## config.mk

```make
export PLATFORM = sky130hd
export DESIGN_NAME = primitive_index_generator_core
export DESIGN_NICKNAME = d
export VERILOG_FILES = /design/src/rtl/pig_pkg.sv /design/src/rtl/pig_ctrl.sv /design/src/rtl/pig_dp.sv /design/src/rtl/primitive_index_generator_core.sv
export SDC_FILE = /design/constraint.sdc
export NUM_CORES = 1
export LEC_CHECK = 0
export BUFFER_PORTS_ARGS = -buffer_cell sky130_fd_sc_hd__buf_2
export CORE_ASPECT_RATIO = 1.4
export CORE_MARGIN = 2
export CORE_UTILIZATION = 45
export CTS_CLUSTER_SIZE = 16
export DETAILED_ROUTE_END_ITERATION = 6
export PLACE_DENSITY = 0.66
export SETUP_SLACK_MARGIN = 0.5
export SYNTH_ARGS = -nofsm -noshare
export SYNTH_HDL_FRONTEND = slang
export SYNTH_HIERARCHICAL = 1
export SYNTH_SLANG_ARGS = --single-unit
```

## constraint.sdc

```tcl
create_clock -name clk_i -period 3.57 [get_ports clk_i]
set_clock_uncertainty 0.2 [all_clocks]
set_input_delay 0.5355 -clock clk_i [delete_from_list [all_inputs] [get_ports clk_i]]
set_output_delay 0.5355 -clock clk_i [all_outputs]
set_load 0.1 [all_outputs]
```

## src/rtl/pig_pkg.sv

```systemverilog
// ----------------------------------------------------------------------------
// pig_pkg
// Shared types for the primitive index generator: primitive kinds and the
// command and status words between controller and datapath.
// ----------------------------------------------------------------------------
`default_nettype none

package pig_pkg;

  // Widths fixed by the descriptor and result formats
  localparam int unsigned CountW = 7;
  localparam int unsigned KindW  = 8;
  localparam int unsigned IndexW = 16;

  // Raw kind codes on the input
  localparam logic [KindW-1:0] KindCodeStrip = 8'd1;
  localparam logic [KindW-1:0] KindCodeList  = 8'd2;

  // Smallest vertex count that yields a triangle
  localparam logic [CountW-1:0] MinVerts = 7'd3;

  typedef enum logic [1:0] {
    KIND_FAN,
    KIND_STRIP,
    KIND_LIST
  } kind_e;

  // Controller to datapath
  typedef struct packed {
    logic load;   // descriptor word accepted this cycle
    logic step;   // issue the current triangle into the output register
  } pig_cmd_t;

  // Datapath to controller
  typedef struct packed {
    logic has_tris;  // incoming descriptor has at least three vertices
    logic last;      // current triangle closes the primitive
  } pig_status_t;

endpackage

`default_nettype wire

```

## src/rtl/pig_ctrl.sv

```systemverilog
// ----------------------------------------------------------------------------
// pig_ctrl
// Sequencer: accepts one descriptor word, then issues one triangle per cycle
// into the output register while it is free or being drained.
// ----------------------------------------------------------------------------
`default_nettype none

module pig_ctrl
  import pig_pkg::*;
(
  input  wire logic        clk_i,
  input  wire logic        rst_ni,
  input  wire logic        in_valid_i,
  output      logic        in_ready_o,
  output      logic        out_valid_o,
  input  wire logic        out_ready_i,
  input  wire pig_status_t status_i,
  output      pig_cmd_t    cmd_o
);

  typedef enum logic {
    ST_IDLE,
    ST_RUN
  } state_e;

  state_e state_q;
  logic   out_valid_q;

  // Accept only between primitives
  assign in_ready_o  = (state_q == ST_IDLE);
  assign out_valid_o = out_valid_q;

  assign cmd_o.load = in_valid_i && (state_q == ST_IDLE);
  assign cmd_o.step = (state_q == ST_RUN) && (!out_valid_q || out_ready_i);

  // Hold state and the output valid flag
  always_ff @(posedge clk_i or negedge rst_ni) begin
    if (!rst_ni) begin
      state_q     <= ST_IDLE;
      out_valid_q <= 1'b0;
    end else begin
      if (cmd_o.step) begin
        out_valid_q <= 1'b1;
      end else if (out_ready_i) begin
        out_valid_q <= 1'b0;
      end
      case (state_q)
        ST_IDLE: begin
          if (cmd_o.load && status_i.has_tris) begin
            state_q <= ST_RUN;
          end
        end
        ST_RUN: begin
          if (cmd_o.step && status_i.last) begin
            state_q <= ST_IDLE;
          end
        end
        default: begin
          state_q <= ST_IDLE;
        end
      endcase
    end
  end

endmodule

`default_nettype wire

```

## src/rtl/pig_dp.sv

```systemverilog
// ----------------------------------------------------------------------------
// pig_dp
// Datapath: running base vertex, per-primitive counters, index arithmetic and
// the output register.
// ----------------------------------------------------------------------------
`default_nettype none

module pig_dp
  import pig_pkg::*;
#(
  parameter int unsigned MAX_VERTS = 64
) (
  input  wire logic              clk_i,
  input  wire logic              rst_ni,
  input  wire logic [CountW-1:0] vertex_count_i,
  input  wire logic [KindW-1:0]  prim_kind_i,
  input  wire logic              batch_start_i,
  input  wire pig_cmd_t          cmd_i,
  output      pig_status_t       status_o,
  output      logic [IndexW-1:0] index_a_o,
  output      logic [IndexW-1:0] index_b_o,
  output      logic [IndexW-1:0] index_c_o,
  output      logic              last_triangle_o
);

  localparam logic [CountW-1:0] MaxCount = CountW'(MAX_VERTS);

  logic [IndexW-1:0] base_q;
  logic [IndexW-1:0] prim_base_q;
  logic [CountW-1:0] count_q;
  logic [CountW-1:0] offset_q;
  kind_e             kind_q;

  logic [IndexW-1:0] base_eff;
  logic [CountW-1:0] count_sat;
  kind_e             kind_dec;
  logic [IndexW-1:0] bt;
  logic [IndexW-1:0] bt1;
  logic [IndexW-1:0] bt2;
  logic [CountW:0]   off_ext;
  logic [IndexW-1:0] tri_a;
  logic [IndexW-1:0] tri_b;
  logic [IndexW-1:0] tri_c;
  logic              tri_last;

  // Decode and saturate the incoming descriptor
  always_comb begin
    base_eff  = batch_start_i ? '0 : base_q;
    count_sat = (vertex_count_i > MaxCount) ? MaxCount : vertex_count_i;
    if (prim_kind_i == KindCodeStrip) begin
      kind_dec = KIND_STRIP;
    end else if (prim_kind_i == KindCodeList) begin
      kind_dec = KIND_LIST;
    end else begin
      kind_dec = KIND_FAN;
    end
  end

  assign status_o.has_tris = (count_sat >= MinVerts);

  // Triangle at the current offset, reversed winding
  always_comb begin
    off_ext = {1'b0, offset_q};
    bt      = prim_base_q + IndexW'(offset_q);
    bt1     = bt + IndexW'(1);
    bt2     = bt + IndexW'(2);
    tri_b   = bt2;
    case (kind_q)
      KIND_STRIP: begin
        tri_a    = offset_q[0] ? bt1 : bt;
        tri_c    = offset_q[0] ? bt : bt1;
        tri_last = (off_ext + (CountW+1)'(3)) == {1'b0, count_q};
      end
      KIND_LIST: begin
        tri_a    = bt;
        tri_c    = bt1;
        tri_last = (off_ext + (CountW+1)'(6)) > {1'b0, count_q};
      end
      default: begin
        tri_a    = prim_base_q;
        tri_c    = bt1;
        tri_last = (off_ext + (CountW+1)'(3)) == {1'b0, count_q};
      end
    endcase
  end

  assign status_o.last = tri_last;

  // Advance the base on accept; a short primitive only takes the batch clear
  always_ff @(posedge clk_i or negedge rst_ni) begin
    if (!rst_ni) begin
      base_q <= '0;
    end else if (cmd_i.load) begin
      if (status_o.has_tris) begin
        base_q <= base_eff + IndexW'(count_sat);
      end else begin
        base_q <= base_eff;
      end
    end
  end

  // Latch the primitive, step the offset, load the output register
  always_ff @(posedge clk_i) begin
    if (cmd_i.load) begin
      prim_base_q <= base_eff;
      count_q     <= count_sat;
      kind_q      <= kind_dec;
      offset_q    <= '0;
    end else if (cmd_i.step) begin
      offset_q <= offset_q + ((kind_q == KIND_LIST) ? CountW'(3) : CountW'(1));
    end
    if (cmd_i.step) begin
      index_a_o       <= tri_a;
      index_b_o       <= tri_b;
      index_c_o       <= tri_c;
      last_triangle_o <= tri_last;
    end
  end

endmodule

`default_nettype wire

```

## src/rtl/primitive_index_generator_core.sv

```systemverilog
// ----------------------------------------------------------------------------
// primitive_index_generator_core
// Expands fan, strip and list descriptors into triangle index triples.
//
//   Channel   Direction  Handshake               Word
//   in        input      in_valid_i/in_ready_o   vertex_count, prim_kind, batch_start
//   out       output     out_valid_o/out_ready_i index_a/b/c, last_triangle
//
// A primitive is taken as one descriptor word and expanded into n - 2
// triangles for fan and strip or n/3 for list; under three vertices it
// yields none. Reset clears the base vertex to zero and empties the output.
// A stalled output holds the sequencer; no descriptor is taken mid-primitive.
// ----------------------------------------------------------------------------
`default_nettype none

module primitive_index_generator_core
  import pig_pkg::*;
#(
  parameter int unsigned MAX_VERTS = 64
) (
  input  wire logic              clk_i,
  input  wire logic              rst_ni,
  input  wire logic              in_valid_i,
  output      logic              in_ready_o,
  input  wire logic [CountW-1:0] vertex_count_i,
  input  wire logic [KindW-1:0]  prim_kind_i,
  input  wire logic              batch_start_i,
  output      logic              out_valid_o,
  input  wire logic              out_ready_i,
  output      logic [IndexW-1:0] index_a_o,
  output      logic [IndexW-1:0] index_b_o,
  output      logic [IndexW-1:0] index_c_o,
  output      logic              last_triangle_o
);

  pig_cmd_t    cmd;
  pig_status_t status;

  // Sequencer
  pig_ctrl u_ctrl (
    .clk_i       (clk_i),
    .rst_ni      (rst_ni),
    .in_valid_i  (in_valid_i),
    .in_ready_o  (in_ready_o),
    .out_valid_o (out_valid_o),
    .out_ready_i (out_ready_i),
    .status_i    (status),
    .cmd_o       (cmd)
  );

  // Index arithmetic and output register
  pig_dp #(
    .MAX_VERTS (MAX_VERTS)
  ) u_dp (
    .clk_i           (clk_i),
    .rst_ni          (rst_ni),
    .vertex_count_i  (vertex_count_i),
    .prim_kind_i     (prim_kind_i),
    .batch_start_i   (batch_start_i),
    .cmd_i           (cmd),
    .status_o        (status),
    .index_a_o       (index_a_o),
    .index_b_o       (index_b_o),
    .index_c_o       (index_c_o),
    .last_triangle_o (last_triangle_o)
  );

endmodule

`default_nettype wire

```

# [Word-level counts from Yosys, hierarchy flattened]
# Index checks and enable logic that the tools add are counted.
[op_classes] addsub=7 n_lt_le_gt_ge=3 eq_ne=5 mux=15 n_bitwise=1 n_reduce_logical=7
[op_table] op="$mux 16" n=5
[op_table] op="$add 16x7->16" n=2
[op_table] op="$pmux 16 s2" n=1
[op_table] op="$add 16x1->16 const B" n=1
[op_table] op="$add 16x2->16 const B" n=1
[op_table] op="$add 7x2->8 const B" n=1
[op_table] op="$add 7x3->8 const B" n=1
[op_table] op="$eq 8x1->1 const B" n=1
[op_table] op="$eq 8x2->1 const B" n=1
[op_table] op="$eq 8x7->1" n=1
[op_table] op="$gt 8x7->1" n=1
[op_table] op="$add 7x7->7" n=1
[op_table] op="$ge 7x2->1 const B" n=1
[op_table] op="$gt 7x7->1 const B" n=1
[op_table] op="$mux 7" n=1
[op_table] op="$mux 1" n=5
[op_table] op="$logic_and 1x1->1" n=4
[op_table] op="$mux 2" n=2
[op_table] op="$eq 2x1->1 const B" n=1
[op_table] op="$eq 2x2->1 const B" n=1
[op_table] op="$pmux 1 s2" n=1
[op_table] op="$reduce_bool 2->1" n=1
[op_table] op="$logic_not 1->1" n=1
[op_table] op="$logic_or 1x1->1" n=1
[op_table] op="$not 1->1" n=1
[word_totals] regBits=99 inputBits=20 out_inout_bits=51 wordCells=49

# [Longest topological paths before layout]
[depth] ltp_word=6 ltp_mapped=13 mapped_depth_nobuf=11

# [Hierarchy]
# The synthesis kept the hierarchy.
[modules_own_cells] mod="pig_dp" n_inst=1 cells_each=588 area_per_inst_um2=6188.4 seq_area_each_um2=2762.6
[modules_own_cells] mod="pig_ctrl" n_inst=1 cells_each=9 area_per_inst_um2=96.3 seq_area_each_um2=50.0

# [Worst setup path before layout]
# OpenSTA, ideal clock, no wires.
[synth_path] path_kind="reg2reg" from="reg u_dp.prim_base_q[0]" to="reg u_dp.index_a_o[13], data pin" setup_time_ns=0.255 t_arrival_ns=3.266 required_ns=3.115 setup_slack_ns=-0.152 path_stages_with_launch=11 path_buffers=0 period_less_slack_ns=3.722 cell_sequence="edfxtp_1 ha_1 fa_1 xor2_1 ha_1 nand2_1 a21o_1 a2111oi_1 nand3_2 or4_1 a31o_1"
[synth_via] elab_chain_len=4
[synth_rtl] item="start: declaration" line_no="pig_dp.sv:29" source="logic [IndexW-1:0] prim_base_q;"
[synth_rtl] item="start signal: assignment" line_no="pig_dp.sv:105" source="prim_base_q <= base_eff;"
[synth_rtl] item="$add 16x7->16 *" line_no="pig_dp.sv:64" source="bt = prim_base_q + IndexW'(offset_q);"
[synth_rtl] item="$add 16x1->16" line_no="pig_dp.sv:65" source="bt1 = bt + IndexW'(1);"
[synth_rtl] item="$mux 16" line_no="pig_dp.sv:70" source="tri_a = offset_q[0] ? bt1 : bt;"
[synth_rtl] item="$pmux 16 s2 *" line_no="pig_dp.sv:68" source="case (kind_q)"
[synth_rtl] item="net u_dp.tri_a[13]" line_no="pig_dp.sv:41" source="logic [IndexW-1:0] tri_a;"
[synth_rtl] item="end signal: assignment" line_no="pig_dp.sv:113" source="index_a_o <= tri_a;"
[synth_rtl] item="end: declaration" line_no="pig_dp.sv:20" source="output logic [IndexW-1:0] index_a_o,"
# The timed path passes the listed nets; every way through them passes the cells marked *.
# A chain may end at the register's enable or synchronous reset.

# [Final worst setup path]
# Same ends and word-level chain as after synthesis.

==> run metrics <==
Worst Path Max Fanout=3; Most Frequent Cell on Critical Path=ha_4; Max-Cap Viols=0; VDD IR max=roughly 0.61 mV; Post-synth top flop=edfxtp_1; Reg2Reg Setup Slack=around 250 ps; Post-Syn Area=around 6300 um2; Hold/Removal Path Class=in -> reg; Post-synth EDFFs=74; Die Width=between 100 and 150 um; IO Count=71; syn_nets=between 600 and 700; setup tns final=0 ps; clock slew at reported path FFs=around 70 ps; Yosys reg bits=99; Inserted Clock Buffers=9; share of layout cells above drive strength 1=between 20 and 30%; initial core utilization=a little under half; via count=4876; Remaining DRCs=0; initial antenna violation count=0; Mapped Cells=~600; hold_ws=~270 ps; PwrDens=983 nW/um2; Period Utilization, post-route=approximately 93%; die height=144 um; Final Max Slew Viols=0; nets=760; Slew @ Worst Pin=around 650 ps; vias in the first global route=~4.8k; largest stage delay on the critical path=450 ps; worst path cell trace=ha_4 > fa_2 > xor2_4 > ha_4 > nand2_1 > a21o_1 > a2111oi_4 > nand3_2 > or4_1 > a31o_1; largest net degree at the start of global routing=38; r2r endpoint=u_dp/index_a_o[13]; CP max stage cell=edfxtp_1; drt pass-1 iters=4; largest area contributor in the netlist=edfxtp_1; insertion delay to the later sink of the worst-skew pair=350 ps; r2r startpoint=u_dp/prim_base_q[0]; final setup fails=0; Routability Congestion=between 0.9 and 1; Setup crit start kind=flip-flop; Slew HR=between 50% and 60%; synthesis-to-finish area growth=25.3%; top cells by area, synth=edfxtp_1, dfrtp_1, xnor2_1; Post-DP HPWL=approximately 11000 um; core area=13800 um2; GRT Residual Overflow=0; die area=between 10000 and 15000 um2; crit path from=u_dp/prim_base_q[0]; Root Driver=clkbuf_16; top cells by count, synth=edfxtp_1, nand2_1, xnor2_1; Final Hold Fails=0; Worst Path Required=about 3500 ps; RSZ-0062 raised after global routing=yes; YS warnings=6; first-pass GRT wire length=approximately 23000 um; Syn Area/Cell=roughly 11 um2; status=completed; crit path capture=u_dp/index_a_o[13]; CP Class=reg -> reg; diode count=0; Port Buffer Count=70; Leak=3.13 nW; clock sink total=99; Iter 0 DRT Violations=about 200; final wirelength=14400 um; count leader, synth=edfxtp_1; Max Fclk=between 300 and 400 MHz; kind of end point of the critical path=flip-flop; drt wl/cell=16.0 um; Routed Antenna Nets=0; Longest Clk Path Bufs=2; Worst EP arrival=~3200 ps; CTS tree=yes; minimum clock period=between 3000 and 4000 ps; number of library cell types mapped by synthesis=85; post-synthesis sequential area ratio=between 40% and 50%; site row count=slightly above 50; R2R cell count=10; Post-synth ARST share=~18%; via/cell ratio=5.44; CTS H-tree depth=3; top-area cell type share of the netlist area=approximately 35%; global router's overall resource usage=roughly a fifth
-- placed cells by master (no fill, tap or decap), types with 4 or more instances in the layout --
cell and instances:
edfxtp_1 74, o21a_1 4, nor3_1 13, a211oi_1 7, nand4_1 11, xnor2_1 47, buf_2 70, a21oi_1 21
nand3_1 20, buf_6 8, a21o_1 4, dfxtp_1 5, a22oi_1 10, nor2_1 31, nor2_2 4, buf_4 45
o21bai_1 4, o21ai_0 14, xor2_1 13, ha_1 25, a22o_1 6, nor4_1 4, and3_1 4, clkbuf_16 9
nand2_1 46, dfrtp_1 18, and2_1 5, inv_1 28, nor2b_1 21, nand2b_1 5, o211ai_1 8, mux2i_1 10
ha_4 4
-- report_power, final --
group	total, mW	leakage [nW]	switching [mW]	internal, mW
logic	4.79	1.98	3.28	1.51
clock network	1.07	0.160	0.425	0.641
registers	1.89	0.984	0.166	1.72
total	7.74	3.13	3.87	3.87
-- worst min path at each step --
stage,start,to,slack (ps),cells after the start
detailed placement,u_dp/base_q[3],u_dp/base_q[3],280,1
floorplan,rst_ni,u_ctrl/out_valid_o,40,0
global placement,u_dp/base_q[1],u_dp/base_q[1],280,1
global route,prim_kind_i[0],u_dp/kind_q[1],280,2
CTS,out_ready_i,u_ctrl/out_valid_o,260,3
finish,out_ready_i,u_ctrl/out_valid_o,270,3
-- per-layer routing --
| layer | wire length (um) | up-vias | global-route usage (%) | part of all wire (%) |
|---|---|---|---|---|
| met3 | 444 | 33 | 2.45 | 3.1 |
| met1 | 5790 | 2315 | 21.9 | 40 |
| li1 | - | 2403 | - | - |
| met2 | 7630 | 125 | 35.6 | 53 |
| met5 | 0 | - | 0 | 0 |
| met4 | 525 | 0 | 11.0 | 3.6 |
-- state kept, by name, summed over array words and instances (netlist names) --
name / flops
u_ctrl/out_valid_o: 1
u_dp/last_triangle_o: 1
u_ctrl/state_q: 1
u_dp/base_q: 16
u_dp/index_c_o: 16
u_dp/index_b_o: 16
u_dp/kind_q: 2
u_dp/index_a_o: 16
u_dp/offset_q: 7
u_dp/prim_base_q: 16
u_dp/count_q: 7
-- final cells by class --
class                   count  area (um2)
fillers                  1196        5910
clock inverters             6        93.8
flip-flops and latches     99        2820
clock buffers              10         239
inverters                  29         109
multi-input cells         443        3580
well taps                 185         231
repair buffers            125         808
-- metrics by stage --
stage               cell area (um2)  power, mW  utilization [%]  std cells  setup WS (ps)
floorplan                      6380       5.42                -        597            304
global placement               6980       6.09             50.6        847            215
detailed placement             6980       6.15             50.6        847            150
CTS                            7670       7.56             55.7        886            283
global route                   7870       8.14             57.1        897            146
finish                         7870       7.74             57.1        897            246
-- cell families (layout without fill, tap and decap cells) --
family / after synthesis / in the layout / share of synthesized area, %
simple gates: 210 / 210 / 17.9
compound gates: 122 / 122 / 14.4
flops: 99 / 99 / 44.8
xor+xnor: 67 / 67 / 10.3
buf+inv: 55 / 170 / 3.94
fa+ha+maj: 33 / 33 / 6.93
mux: 11 / 11 / 1.77
-- critical path: cells and delay by family (launching register included) --
family	cells	cell delay (ps)
flip-flops	1	450
AND/OR/NAND/NOR	3	640
AO/OA/AOI/OAI	3	780
adder cells (fa/ha/maj)	3	820
XOR/XNOR	1	200
-- what timing repair did --
item | CTS | global route
pin swaps | 23 | 13
hold endpoints to repair | 18 | 0
setup buffers | 22 | 11
resized for setup | 34 | 24
endpoints found under the setup margin | 28 | 29
hold buffers | 1 | 0
Note: power is estimated with default switching activity, not from simulation.
